===== config.mk =====
export PLATFORM = sky130hd
export DESIGN_NAME = flv_video_tag_header_parser
export DESIGN_NICKNAME = d
export VERILOG_FILES = /design/src/design/flv_vtp_pkg.sv /design/src/design/flv_video_tag_header_parser.sv
export SDC_FILE = /design/constraint.sdc
export NUM_CORES = 1
export LEC_CHECK = 0
export BUFFER_PORTS_ARGS = -buffer_cell sky130_fd_sc_hd__buf_2
export CORE_ASPECT_RATIO = 1.2
export CORE_MARGIN = 2
export CORE_UTILIZATION = 58
export DETAILED_ROUTE_END_ITERATION = 10
export GPL_TIMING_DRIVEN = 0
export PLACE_DENSITY_LB_ADDON = 0.1
export SYNTH_ARGS = -nofsm -noshare
export SYNTH_HDL_FRONTEND = slang
export SYNTH_SLANG_ARGS = --single-unit

===== constraint.sdc =====
create_clock -name clk -period 5.1 [get_ports clk]
set_input_delay 0.51 -clock clk [delete_from_list [all_inputs] [get_ports clk]]
set_output_delay 0.51 -clock clk [all_outputs]
set_load 0.03 [all_outputs]

===== src/design/flv_vtp_pkg.sv =====
// Types and constants for the FLV video tag header parser.
package flv_vtp_pkg;

    localparam int DATA_W   = 8;
    localparam int TDATA_W  = 112;
    localparam int TUSER_W  = 3;
    localparam int CT_W     = 24;
    localparam int CNT_OUT_W = 24;

    typedef enum logic [5:0] {
        PH_HEADER = 6'b000001,
        PH_AVC    = 6'b000010,
        PH_FOURCC = 6'b000100,
        PH_CT     = 6'b001000,
        PH_DATA   = 6'b010000,
        PH_IGNORE = 6'b100000
    } phase_t;

    typedef enum logic [2:0] {
        CLS_HEADER  = 3'd0,
        CLS_AVC     = 3'd1,
        CLS_FOURCC  = 3'd2,
        CLS_CT      = 3'd3,
        CLS_PAYLOAD = 3'd4,
        CLS_IGNORED = 3'd5
    } byte_class_t;

    localparam logic [3:0] PKT_SEQ_START = 4'd0;
    localparam logic [3:0] PKT_CODED     = 4'd1;
    localparam logic [3:0] PKT_SEQ_END   = 4'd2;
    localparam logic [3:0] PKT_CODED_X   = 4'd3;
    localparam logic [3:0] PKT_METADATA  = 4'd4;

    localparam logic [1:0] REG_AVC_CODEC_ID = 2'd0;
    localparam logic [1:0] REG_HEVC_FOURCC  = 2'd1;
    localparam logic [1:0] REG_AV1_FOURCC   = 2'd2;

    localparam logic [3:0]  AVC_CODEC_RESET   = 4'd7;
    localparam logic [31:0] HEVC_FOURCC_RESET = 32'h6876_6331;
    localparam logic [31:0] AV1_FOURCC_RESET  = 32'h6176_3031;

    localparam logic [1:0] LAST_AVC_IDX    = 2'd3;
    localparam logic [1:0] LAST_FOURCC_IDX = 2'd3;
    localparam logic [1:0] LAST_CT_IDX     = 2'd2;

endpackage


===== src/design/flv_video_tag_header_parser.sv =====
// Top level of the FLV video tag header parser, one tag byte per transfer.
//
//  channel | direction | handshake              | contents
//  s_*     | in        | s_tvalid / s_tready    | tdata: data_byte; tuser: start_of_tag
//  m_*     | out       | m_tvalid / m_tready    | tdata: header fields; tuser: byte_class
//  apb     | in        | psel & penable & pwrite | avc_codec_id, hevc_fourcc, av1_fourcc
//
// One byte per cycle while s_tready is high: the parse state and the result
// register load in the cycle a byte transfers; results show the next cycle.
// s_tready stays high while the result register is empty or being drained.
// rst_n clears the parse state, the result valid and the registers to their
// defaults; a stalled result holds until m_tready.
module flv_video_tag_header_parser
    import flv_vtp_pkg::*;
#(
    parameter int COUNT_WIDTH = 24
)
(
    input  logic                clk,
    input  logic                rst_n,
    input  logic                s_tvalid,
    output logic                s_tready,
    input  logic [DATA_W-1:0]   s_tdata,   // [7:0] data_byte
    input  logic [0:0]          s_tuser,   // [0] start_of_tag
    output logic                m_tvalid,
    input  logic                m_tready,
    // [7:0] payload_byte, [8] is_extended, [12:9] codec_id, [15:13] frame_kind,
    // [19:16] packet_kind, [51:20] fourcc_value, [59:52] avc_packet_kind,
    // [83:60] composition_time, [84] header_done, [108:85] payload_count
    output logic [TDATA_W-1:0]  m_tdata,
    output logic [TUSER_W-1:0]  m_tuser,   // [2:0] byte_class
    input  logic                psel,
    input  logic                penable,
    input  logic                pwrite,
    input  logic [3:0]          paddr,
    input  logic [31:0]         pwdata,
    output logic [31:0]         prdata,
    output logic                pready
);

    localparam int CNT_EXT_W = (COUNT_WIDTH > CNT_OUT_W) ? COUNT_WIDTH : CNT_OUT_W;

    logic [3:0]             avc_codec_reg;
    logic [31:0]            hevc_fourcc_reg;
    logic [31:0]            av1_fourcc_reg;

    phase_t                 phase_reg, phase_next, cur_phase;
    logic [1:0]             idx_reg, idx_next, cur_idx;
    logic                   ext_reg, ext_next, cur_ext;
    logic [3:0]             codec_reg, codec_next, cur_codec;
    logic [2:0]             frame_reg, frame_next, cur_frame;
    logic [3:0]             pkt_reg, pkt_next, cur_pkt;
    logic [31:0]            fourcc_reg, fourcc_next, cur_fourcc;
    logic [31:0]            extra_reg, extra_next, cur_extra;
    logic [COUNT_WIDTH-1:0] count_reg, count_next, cur_count;

    logic                   m_valid_reg;
    logic [TDATA_W-1:0]     m_tdata_reg, m_tdata_next;
    logic [TUSER_W-1:0]     m_tuser_reg;

    byte_class_t            cls;
    logic [7:0]             b;
    logic [7:0]             pbyte;
    logic                   done;
    logic [7:0]             avck;
    logic [CT_W-1:0]        ct;
    logic [CNT_EXT_W-1:0]   cnt_ext;
    logic [CNT_OUT_W-1:0]   cnt;
    logic                   s_xfer;
    logic                   cfg_wr;

    assign pready   = 1'b1;
    assign cfg_wr   = psel & penable & pwrite;
    assign s_tready = ~m_valid_reg | m_tready;
    assign s_xfer   = s_tvalid & s_tready;
    assign m_tvalid = m_valid_reg;
    assign m_tdata  = m_tdata_reg;
    assign m_tuser  = m_tuser_reg;
    assign b        = s_tdata;

    always_comb
    begin
        unique case (paddr[3:2])
            REG_AVC_CODEC_ID: prdata = {28'd0, avc_codec_reg};
            REG_HEVC_FOURCC:  prdata = hevc_fourcc_reg;
            REG_AV1_FOURCC:   prdata = av1_fourcc_reg;
            default:          prdata = 32'd0;
        endcase
    end

    always_ff @(posedge clk or negedge rst_n)
    begin
        if (!rst_n)
        begin
            avc_codec_reg   <= AVC_CODEC_RESET;
            hevc_fourcc_reg <= HEVC_FOURCC_RESET;
            av1_fourcc_reg  <= AV1_FOURCC_RESET;
        end
        else if (cfg_wr)
        begin
            unique case (paddr[3:2])
                REG_AVC_CODEC_ID: avc_codec_reg   <= pwdata[3:0];
                REG_HEVC_FOURCC:  hevc_fourcc_reg <= pwdata;
                REG_AV1_FOURCC:   av1_fourcc_reg  <= pwdata;
                default:          ;
            endcase
        end
    end

    // Start of tag: restart from a cleared state.
    always_comb
    begin
        if (s_tuser[0])
        begin
            cur_phase  = PH_HEADER;
            cur_idx    = '0;
            cur_ext    = 1'b0;
            cur_codec  = '0;
            cur_frame  = '0;
            cur_pkt    = '0;
            cur_fourcc = '0;
            cur_extra  = '0;
            cur_count  = '0;
        end
        else
        begin
            cur_phase  = phase_reg;
            cur_idx    = idx_reg;
            cur_ext    = ext_reg;
            cur_codec  = codec_reg;
            cur_frame  = frame_reg;
            cur_pkt    = pkt_reg;
            cur_fourcc = fourcc_reg;
            cur_extra  = extra_reg;
            cur_count  = count_reg;
        end
    end

    always_comb
    begin
        phase_next  = cur_phase;
        idx_next    = cur_idx;
        ext_next    = cur_ext;
        codec_next  = cur_codec;
        frame_next  = cur_frame;
        pkt_next    = cur_pkt;
        fourcc_next = cur_fourcc;
        extra_next  = cur_extra;
        count_next  = cur_count;
        cls         = CLS_IGNORED;
        pbyte       = 8'd0;
        done        = 1'b0;

        unique case (cur_phase)
            PH_HEADER:
            begin
                cls        = CLS_HEADER;
                ext_next   = b[7];
                frame_next = b[6:4];
                idx_next   = '0;
                if (!b[7])
                begin
                    codec_next = b[3:0];
                    if (b[3:0] == avc_codec_reg)
                    begin
                        phase_next = PH_AVC;
                    end
                    else
                    begin
                        phase_next = PH_DATA;
                        done       = 1'b1;
                    end
                end
                else
                begin
                    pkt_next   = b[3:0];
                    phase_next = PH_FOURCC;
                end
            end
            PH_AVC:
            begin
                cls = CLS_AVC;
                unique case (cur_idx)
                    2'd0:    extra_next[31:24] = b;
                    2'd1:    extra_next[23:16] = b;
                    2'd2:    extra_next[15:8]  = b;
                    default: extra_next[7:0]   = b;
                endcase
                if (cur_idx == LAST_AVC_IDX)
                begin
                    phase_next = PH_DATA;
                    idx_next   = '0;
                    done       = 1'b1;
                end
                else
                begin
                    idx_next = cur_idx + 2'd1;
                end
            end
            PH_FOURCC:
            begin
                cls = CLS_FOURCC;
                unique case (cur_idx)
                    2'd0:    fourcc_next[31:24] = b;
                    2'd1:    fourcc_next[23:16] = b;
                    2'd2:    fourcc_next[15:8]  = b;
                    default: fourcc_next[7:0]   = b;
                endcase
                if (cur_idx == LAST_FOURCC_IDX)
                begin
                    idx_next = '0;
                    done     = 1'b1;
                    if (cur_pkt == PKT_METADATA)
                    begin
                        frame_next = '0;
                        phase_next = PH_IGNORE;
                    end
                    else if (cur_pkt == PKT_SEQ_END)
                    begin
                        phase_next = PH_IGNORE;
                    end
                    else if (fourcc_next == hevc_fourcc_reg)
                    begin
                        if (cur_pkt == PKT_SEQ_START || cur_pkt == PKT_CODED_X)
                        begin
                            phase_next = PH_DATA;
                        end
                        else if (cur_pkt == PKT_CODED)
                        begin
                            phase_next = PH_CT;
                            done       = 1'b0;
                        end
                        else
                        begin
                            phase_next = PH_IGNORE;
                        end
                    end
                    else if (fourcc_next == av1_fourcc_reg)
                    begin
                        if (cur_pkt == PKT_SEQ_START || cur_pkt == PKT_CODED)
                            phase_next = PH_DATA;
                        else
                            phase_next = PH_IGNORE;
                    end
                    else
                    begin
                        phase_next = PH_IGNORE;
                    end
                end
                else
                begin
                    idx_next = cur_idx + 2'd1;
                end
            end
            PH_CT:
            begin
                cls = CLS_CT;
                unique case (cur_idx)
                    2'd0:    extra_next[31:24] = b;
                    2'd1:    extra_next[23:16] = b;
                    2'd2:    extra_next[15:8]  = b;
                    default: extra_next[7:0]   = b;
                endcase
                if (cur_idx >= LAST_CT_IDX)
                begin
                    phase_next = PH_DATA;
                    idx_next   = '0;
                    done       = 1'b1;
                end
                else
                begin
                    idx_next = cur_idx + 2'd1;
                end
            end
            PH_DATA:
            begin
                cls   = CLS_PAYLOAD;
                pbyte = b;
                if (cur_count != {COUNT_WIDTH{1'b1}})
                    count_next = cur_count + COUNT_WIDTH'(1);
            end
            default:
            begin
                cls = CLS_IGNORED;
            end
        endcase
    end

    always_comb
    begin
        avck = 8'd0;
        ct   = '0;
        if (!ext_next && codec_next == avc_codec_reg)
        begin
            avck = extra_next[31:24];
            ct   = extra_next[23:0];
        end
        else if (ext_next && fourcc_next == hevc_fourcc_reg && pkt_next == PKT_CODED)
        begin
            ct = extra_next[31:8];
        end
        cnt_ext = CNT_EXT_W'(count_next);
        if (cnt_ext > CNT_EXT_W'({CNT_OUT_W{1'b1}}))
            cnt = {CNT_OUT_W{1'b1}};
        else
            cnt = cnt_ext[CNT_OUT_W-1:0];
        m_tdata_next = {3'd0, cnt, done, ct, avck, fourcc_next, pkt_next,
                        frame_next, codec_next, ext_next, pbyte};
    end

    always_ff @(posedge clk or negedge rst_n)
    begin
        if (!rst_n)
        begin
            phase_reg  <= PH_HEADER;
            idx_reg    <= '0;
            ext_reg    <= 1'b0;
            codec_reg  <= '0;
            frame_reg  <= '0;
            pkt_reg    <= '0;
            fourcc_reg <= '0;
            extra_reg  <= '0;
            count_reg  <= '0;
        end
        else if (s_xfer)
        begin
            phase_reg  <= phase_next;
            idx_reg    <= idx_next;
            ext_reg    <= ext_next;
            codec_reg  <= codec_next;
            frame_reg  <= frame_next;
            pkt_reg    <= pkt_next;
            fourcc_reg <= fourcc_next;
            extra_reg  <= extra_next;
            count_reg  <= count_next;
        end
    end

    always_ff @(posedge clk or negedge rst_n)
    begin
        if (!rst_n)
            m_valid_reg <= 1'b0;
        else if (s_xfer)
            m_valid_reg <= 1'b1;
        else if (m_tready)
            m_valid_reg <= 1'b0;
    end

    // Load the result on every input transfer.
    always_ff @(posedge clk)
    begin
        if (s_xfer)
        begin
            m_tdata_reg <= m_tdata_next;
            m_tuser_reg <= cls;
        end
    end

endmodule

==> results of run 1 <==
==> layout by cell type (no fill, tap or decap), types with 5 or more instances in the layout <==
cell and count:
clkinv_2 5, xor2_1 43, dfstp_2 32, o31ai_1 6, a22oi_1 8, nand3b_1 5, a31oi_1 10, mux2i_1 18
clkbuf_16 29, o22ai_1 29, nor3b_1 36, nand2b_1 21, nand2_1 238, nor4_1 13, nand4_1 19, clkbuf_1 81
nor2_1 59, clkinv_1 6, a21oi_1 87, buf_2 193, dfrtp_1 145, buf_1 11, edfxtp_1 112, nor2b_1 28
xnor2_1 53, and3_1 10, mux2_2 84, bufinv_16 6, a22o_1 58, buf_4 7, nor3_1 19, and2_1 10
o21ai_0 85, inv_1 38, nand3_1 18
==> report_power, final <==
part	total [mW]	switching, mW	internal [mW]
sequential	3.07	0.324	2.74
combinational	1.82	1.18	0.639
clock	2.23	0.886	1.34
total	7.12	2.39	4.72
==> cell families after synthesis <==
group	count (synthesis)	share of synthesized area
xor+xnor	96	0.0561
flops	289	0.523
fa+ha+maj	2	0.00167
buf+inv	142	0.0391
other cells	2	0.000501
simple gates	499	0.164
compound gates	327	0.140
mux	103	0.0758
==> worst min-delay path by stage <==
stage | cells after the start | endpoint | start
after floorplan | 0 | av1_fourcc_reg[10] | rst_n
after global placement | 2 | extra_reg[17] | extra_reg[17]
after detailed placement | 2 | frame_reg[1] | frame_reg[1]
after CTS | 2 | m_tvalid | s_tvalid
after global routing | 2 | hevc_fourcc_reg[6] | pwdata[6]
final | 2 | m_tvalid | s_tvalid
==> synthesized netlist by cell type, types with 19 or more instances <==
master	instances	area share
a21oi_1	87	0.029
o22ai_1	29	0.012
nor2b_1	28	0.012
a22o_1	58	0.034
nor3_1	19	0.0063
inv_1	38	0.0095
nor3b_1	36	0.018
xnor2_1	53	0.031
o21ai_0	86	0.029
mux2i_1	19	0.013
mux2_2	84	0.063
nor2_1	59	0.015
xor2_1	43	0.025
edfxtp_1	112	0.22
nand2b_1	21	0.0088
dfrtp_1	145	0.24
dfstp_2	32	0.056
clkbuf_1	77	0.019
nand2_1	238	0.060
nand4_1	19	0.0079
==> per-layer routing <==
metal | GRT usage | vias up
met5 | 0 | -
met4 | 0.199 | 0
met3 | 0.0473 | 184
met2 | 0.604 | 748
met1 | 0.457 | 6208
li1 | - | 5677
==> repair_timing <==
item                                    CTS  global route
pin swaps                                 0             1
hold buffers                              1             0
gates resized for setup                   1             9
endpoints found under the setup margin   70            25
setup buffers                             0             1
hold endpoints to repair                 61             0
==> cell type report <==
cell class | instances | area (µm²)
buffer | 102 | 445
clock inverter | 18 | 235
tap | 330 | 413
sequential | 289 | 7830
clock buffer | 35 | 748
fill | 2018 | 8010
timing repair buffer | 194 | 1030
inverter | 38 | 143
multi-input combinational | 1031 | 6610
==> reports/results.ini, run 1 <==
[placement]
gp_congestion = 1.04
io_buffers = 190
placed_cells = 1984
placed_area_mm2 = 0.0164
hpwl_um = 36200
dp_slack_ns = -1.63

[layout]
fin_util = 0.685
fin_cells = 2037
fin_area_mm2 = 0.0175
layout-drive-gt1-share = 0.226
layout.nets = 1739
num_antenna_cells = 0
largest_register_ffs = 109
area_growth_syn_to_layout_pct = 16.5

[setup_path]
r2r_end = m_tdata[74]
critPathLaunchType = input port
required_ns = 5.47
path_cells = buf_2, clkbuf_4, buf_4, nor2b_1, inv_1, ha_1, inv_1, nor4_4, mux2i_2, xor2_1, o2111ai_1, a2111oi_2, o2111ai_1, or4_1, buf_2, buf_6, o22ai_1
cp_max_fo = 19
critPathCapture = m_tdata[74]
reg2reg_slack_ns = 0.27
worst-path-buf-inv = 7
r2r-start = idx_reg[0]
cp_top_family = buffers and inverters
rr_worst_depth = 15
crit_cells = 17
cp_slowest_cell = or4_1
arrival_ns = 5.43
critPathMaxStageDelay_ns = 0.66
startpoint = s_tuser
cp-end-kind = flop
crit_type = input port to flop

[routing]
dr_wl_met3_um = 3890
num_vias = 12817
drt-met1-wl_um = 18300
drt_iter0_drc = 1269
wl_met2_um = 23800
routed_wl_um = 49300
viasPerCell = 6.29
drc = 0
wl_per_cell_um = 24.2
drtAntennaViolNets = 0
first_pass_iters = 6
top_layer = met4

[floorplan]
row_count = 64
die-area_mm2 = 0.0272
start_util = 0.589
core_area_mm2 = 0.0255
dieHeight_um = 180
num_io_pins = 202
die_x_um = 151

[sta]
skew_ns = 0.0132
layout_setup_ws_ns = 0.0364
tightest_slew_ns = 1.18
hold_violations = 0
fin_crit_ns = 5.06
period_share = 0.993
fin_setup_tns_ns = 0
grt_setup_unrepaired = false
slew_headroom = 0.209
setup_viol = 0
drv_slew = 0
whs_ns = 0.187
fmax_mhz = 197

[synth]
synth_cells = 1460
netlist_area_mm2 = 0.0150
synth_async_sr_flop_share = 0.612
synth_edf_count = 112
ys.flop_type = dfrtp_1
ys_seq_elements = 289
avgSynthCellArea_um2 = 10.3
ys_seq_area_frac = 0.523
synth.distinct_cells = 72
synth_warnings = 0

[clock_network]
htree_levels = 1
root_buffer = clkbuf_16
numCtsBuffers = 29
path_clk_slew_ns = 0.06
clkSinkCount = 289
insertion_delay_ns = 0.55
clk_path_buf_depth = 3
cts_tree = done

[run]
maxCapViolCount = 0

[global_route]
grt_overflow = 0
grt_pass1_vias = 12327
grt_use_total = 0.363
antenna_found_initial = 0
grt_start_max_net_pins = 97
grt_pass1_wl_um = 74300

[run_status]
status = completed

[power]
p_per_area_mw_per_mm2 = 408
vdd.ir_drop.worst_mv = 0.324
power_leakage_nw = 7.36
finalPower_mw = 7.12

[worst_hold_path]
min_path_type = input port to flop

(Power assumes the default switching activity.)
==> inputs of run 2 (changes only) <==
--- a/config.mk
+++ b/config.mk
@@ -8,9 +8,10 @@
 export BUFFER_PORTS_ARGS = -buffer_cell sky130_fd_sc_hd__buf_2
 export CORE_ASPECT_RATIO = 1.2
 export CORE_MARGIN = 2
-export CORE_UTILIZATION = 58
+export CORE_UTILIZATION = 50
 export DETAILED_ROUTE_END_ITERATION = 10
 export GPL_TIMING_DRIVEN = 0
+export MAX_ROUTING_LAYER = met4
 export PLACE_DENSITY_LB_ADDON = 0.1
 export SYNTH_ARGS = -nofsm -noshare
 export SYNTH_HDL_FRONTEND = slang
==> run 2 against run 1 <==
Compared with the run above:
- the flow now finishes with violations (negative setup slack)
- register-to-register slack got worse by 0.06 ns
- clock skew rose by 0.0071 ns
- die area grew 16%
- maximum frequency down 0.84%
- wire length is 2.9% higher
- clock-buffer cell count up 7
- total power rose by 1.6%
- combinational power is essentially flat
- first-iteration DRC count fell by 16%
- sequential cell count is the same
- core utilization shrank 8.8 points
==> reports/results.ini, run 2 (same netlist as run 1, synthesis figures left out) <==
[run_status]
status = finished, violations left
violations = negative setup slack

[setup_path]
cp_top_family = buffers and inverters
r2r_end = m_tdata[71]
critPathMaxStageDelay_ns = 0.66
critPathLaunchType = input port
crit_cells = 18
arrival_ns = 5.51
cp_max_fo = 19
crit_type = input port to flop
critPathCapture = m_tdata[71]
startpoint = s_tuser
worst-path-buf-inv = 8
required_ns = 5.50
reg2reg_slack_ns = 0.21
rr_worst_depth = 15
cp-end-kind = flop
r2r-start = idx_reg[0]
cp_slowest_cell = or4_1
path_cells = buf_2, clkbuf_2, clkbuf_4, buf_4, nor2b_1, inv_1, ha_1, inv_1, nor4_4, mux2i_2, xor2_1, o2111ai_1, a2111oi_4, o2111ai_1, or4_1, buf_2, buf_6, o22ai_1

[sta]
fmax_mhz = 196
period_share = 1.00
fin_crit_ns = 5.11
setup_viol = 1
layout_setup_ws_ns = -0.00668
slew_headroom = 0.295
skew_ns = 0.0203
grt_setup_unrepaired = false
hold_violations = 0
drv_slew = 0
tightest_slew_ns = 1.06

[clock_network]
numCtsBuffers = 30
path_clk_slew_ns = 0.06
htree_levels = 1
clk_path_buf_depth = 3
cts_tree = done
clkSinkCount = 289
insertion_delay_ns = 0.58
root_buffer = clkbuf_16

[routing]
wl_per_cell_um = 24.1
routed_wl_um = 50700
first_pass_iters = 6
drt_iter0_drc = 1061
viasPerCell = 5.99
drtAntennaViolNets = 0
drc = 0
num_vias = 12582

[layout]
fin_area_mm2 = 0.0176
fillers = 2632
num_antenna_cells = 0
layout.nets = 1741
final_cell_mix = nand2_1, buf_2, dfrtp_1
layout-drive-gt1-share = 0.232
layout_commonest_cell = nand2_1
fin_cells = 2101
area_growth_syn_to_layout_pct = 17.6
largest_register_ffs = 109

[global_route]
grt_overflow = 0
grt_use_total = 0.331
antenna_found_initial = 1
grt_pass1_wl_um = 76000
grt_start_max_net_pins = 112
grt_pass1_vias = 12393

[worst_hold_path]
min_path_type = input port to flop
hold_start = s_tvalid

[floorplan]
die_x_um = 162
row_count = 69
core_area_mm2 = 0.0295
start_util = 0.508
num_io_pins = 202
die-area_mm2 = 0.0314
dieHeight_um = 194

[placement]
io_buffers = 190
placed_cells = 2044
placed_area_mm2 = 0.0165
gp_congestion = 0.970
hpwl_um = 37900
dp_slack_ns = -1.85

[power]
vdd.ir_drop.worst_mv = 0.300
finalPower_mw = 7.23
power_leakage_nw = 7.41
p_per_area_mw_per_mm2 = 410

[run]
maxCapViolCount = 0

-- run 2: cell count changes in the layout (fill, tap and decap cells not counted), moves of 3 or more --
cell        delta
clkinv_1       -6
clkbuf_16      +4
bufinv_16      -3
clkbuf_8       +3
clkinvlp_4     +3
-- run 2: how the worst min path moves through the flow --
stage                                    end  cells after the start
after detailed placement       extra_reg[21]                      2
after global routing                m_tvalid                      2
after CTS                 hevc_fourcc_reg[5]                      3
final                               m_tvalid                      2
after global placement         extra_reg[21]                      2
after floorplan           av1_fourcc_reg[10]                      0
-- run 2: area by class of cell --
class	count	area (µm²)	area share
flip-flops and latches	289	7830	0.444
multi-input cells	1031	6630	0.376
repair buffers	194	1030	0.0586
clock buffers	42	890	0.0505
well taps	390	488	0.0277
plain buffers	103	450	0.0256
clock inverters	14	159	0.00901
inverters	38	143	0.00809
-- run 2: layer usage --
| metal | vias to the layer above | track usage | part of all wire |
|---|---|---|---|
| li1 | 5671 | - | - |
| met2 | 554 | 0.545 | 0.49 |
| met5 | - | - | 0 |
| met4 | 0 | 0.161 | 0.057 |
| met3 | 154 | 0.0321 | 0.057 |
| met1 | 6203 | 0.411 | 0.40 |
-- run 2: metrics by stage --
| stage | setup TNS (ns) | hold WS (ns) | utilization |
|---|---|---|---|
| final | -0.00668 | 0.156 | 0.597 |
| after global routing | 0 | 0.162 | 0.597 |
| after CTS | 0 | 0.148 | 0.596 |
| after detailed placement | -91.02 | 0.462 | 0.559 |
| after global placement | -218.88 | 0.453 | 0.557 |
| after floorplan | 0 | 0.214 | - |
-- run 2: repair_timing --
item / 4_1_cts / 5_1_grt
hold buffers: 1 / 0
gates resized for setup: 8 / 5
pin swaps: 1 / 0
buffers inserted: 1 / 0
setup endpoints to repair: 69 / 19
hold endpoints to repair: 64 / 0
-- run 2: power by group --
part / total, mW / leakage [nW] / switching [mW] / internal [mW]
Combinational: 1.84 / 3.53 / 1.20 / 0.641
Clock: 2.33 / 0.506 / 0.958 / 1.37
Sequential: 3.06 / 3.37 / 0.315 / 2.74
==> inputs of run 3 (changes only) <==
--- a/config.mk
+++ b/config.mk
@@ -13,6 +13,7 @@
 export GPL_TIMING_DRIVEN = 0
 export MAX_ROUTING_LAYER = met4
 export PLACE_DENSITY_LB_ADDON = 0.1
+export SETUP_SLACK_MARGIN = 0.02
 export SYNTH_ARGS = -nofsm -noshare
 export SYNTH_HDL_FRONTEND = slang
 export SYNTH_SLANG_ARGS = --single-unit
==> run 3 against run 2 <==
Compared with the run above:
- the flow now finishes without violations
- core utilization barely moved
- worst setup slack gained 0.066 ns
- critical path depth is the same
- design area hardly changed
- total power hardly changed
- wire length grew 0.22%
- clock skew up 0.0018 ns
- global-route usage unchanged
- critical path type unchanged
- via count increased by 0.32%
- critical endpoint unchanged
- sequential power is essentially flat
- clock-buffer cell count stayed put
==> reports/results.ini, run 3 (same netlist as run 1, synthesis figures left out) <==
[power]
power_leakage_nw = 7.41
vdd.ir_drop.worst_mv = 0.300
power_frac_comb = 0.255
clkPwrFrac = 0.322
p_seq_frac = 0.423
power_switching_share = 0.343
finalPower_mw = 7.23
p_per_area_mw_per_mm2 = 410
power.internal_mw = 4.75
netSwitchingPower_mw = 2.48

[sta]
setup_viol = 0
tightest_slew_ns = 1.06
fmax_mhz = 198
slew_headroom = 0.290
drv_slew = 0
period_share = 0.988
fin_crit_ns = 5.04
grt_setup_unrepaired = false
skew_ns = 0.0222
layout_setup_ws_ns = 0.0595
fin_setup_tns_ns = 0
hold_violations = 0

[clock_network]
clkSinkCount = 289
clk_path_buf_depth = 3
insertion_delay_ns = 0.58
numCtsBuffers = 30
root_buffer = clkbuf_16
cts_tree = done
path_clk_slew_ns = 0.06
htree_levels = 1

[floorplan]
num_io_pins = 202
start_util = 0.508
core_area_mm2 = 0.0295
row_count = 69
die_x_um = 162
die-area_mm2 = 0.0314
dieHeight_um = 194

[routing]
wl_per_cell_um = 24.2
viasPerCell = 6.01
drt_iter0_drc = 1092
first_pass_iters = 5
drtAntennaViolNets = 0
drc = 0
num_vias = 12622
routed_wl_um = 50800

[setup_path]
required_ns = 5.50
cp_max_fo = 19
critPathLaunchType = input port
arrival_ns = 5.44
cp-end-kind = flop
crit_type = input port to flop

[layout]
area_growth_syn_to_layout_pct = 17.6
multi_input_area_mm2 = 0.00663
fin_area_mm2 = 0.0176
largest_register_ffs = 109
layout.nets = 1741
layout-drive-gt1-share = 0.232
layout_commonest_cell = nand2_1
fillers = 2633
num_antenna_cells = 0
area.sequential_mm2 = 0.00783
final_cell_mix = nand2_1, buf_2, dfrtp_1

[global_route]
antenna_found_initial = 1
grt_start_max_net_pins = 112
grt_overflow = 0
grt_use_total = 0.331
grt_pass1_vias = 12393
grt_pass1_wl_um = 76000

[worst_hold_path]
min_path_type = input port to flop

[placement]
gp_congestion = 0.970
hpwl_um = 37900
dp_slack_ns = -1.85
placed_area_mm2 = 0.0165
io_buffers = 190

[run]
maxCapViolCount = 0

[run_status]
status = completed

==> run 3: path summary, 6_finish.rpt <==
kind | start | endpoint | slack (ns) | depth (start not counted)
max reg2reg | idx_reg[0] | m_tdata[71] | 0.20 | 15
min in group asynchronous | rst_n | av1_fourcc_reg[2] | 0.46 | 2
min | s_tvalid | m_tvalid | 0.16 | 2
max in group asynchronous | rst_n | count_reg[19] | 3.61 | 3
max | s_tuser | m_tdata[71] | 0.06 | 18
min reg2reg | codec_reg[3] | codec_reg[3] | 0.48 | 2
==> run 3: stage by stage <==
stage	utilization	std cells	hold slack, ns
2_1_floorplan	-	1462	0.214
3_3_place_gp	0.557	2042	0.453
3_5_place_dp	0.559	2044	0.462
4_1_cts	0.596	2101	0.148
5_1_grt	0.597	2101	0.162
6_report	0.597	2101	0.159
==> run 3: repair_timing <==
action / 4_1_cts / 5_1_grt
resized for setup: 8 / 6
endpoints found under the setup margin: 70 / 21
pin swaps: 1 / 0
hold buffers: 1 / 0
endpoints found under the hold margin: 64 / 0
buffers inserted: 1 / 0
==> run 3: metal layers <==
layer / part of all wire / GRT usage / vias to the layer above
li1: - / - / 5677
met1: 0.40 / 0.411 / 6193
met2: 0.49 / 0.545 / 594
met3: 0.057 / 0.0321 / 158
met4: 0.058 / 0.161 / 0
met5: 0 / - / -
==> run 3: worst max-delay path, cell delays in order <==
cell and delay, ns:
buf_2 0.19, clkbuf_2 0.31, clkbuf_4 0.34, buf_6 0.28, nor2b_1 0.12, inv_1 0.12
ha_1 0.25, inv_1 0.26, nor4_4 0.33, mux2i_2 0.40, xor2_1 0.18, o2111ai_1 0.18
a2111oi_4 0.48, o2111ai_1 0.25, or4_1 0.67, buf_2 0.22, buf_6 0.15, o22ai_1 0.18
==> run 3: power groups by stage <==
stage	sequential (mW)	clock [mW]	combinational [mW]
2_1_floorplan	3.09	0	1.13
3_3_place_gp	3.09	0	1.78
3_5_place_dp	3.09	0	1.79
4_1_cts	3.05	2.35	1.81
5_1_grt	3.08	2.44	1.96
6_report	3.06	2.32	1.85
==> run 3: final cells by class <==
class / count / area share
Clock buffer: 42 / 0.0505
Tap cell: 390 / 0.0277
Buffer: 103 / 0.0258
Sequential cell: 289 / 0.444
Clock inverter: 14 / 0.00901
Inverter: 38 / 0.00809
Multi-Input combinational cell: 1031 / 0.376
Timing Repair Buffer: 194 / 0.0586
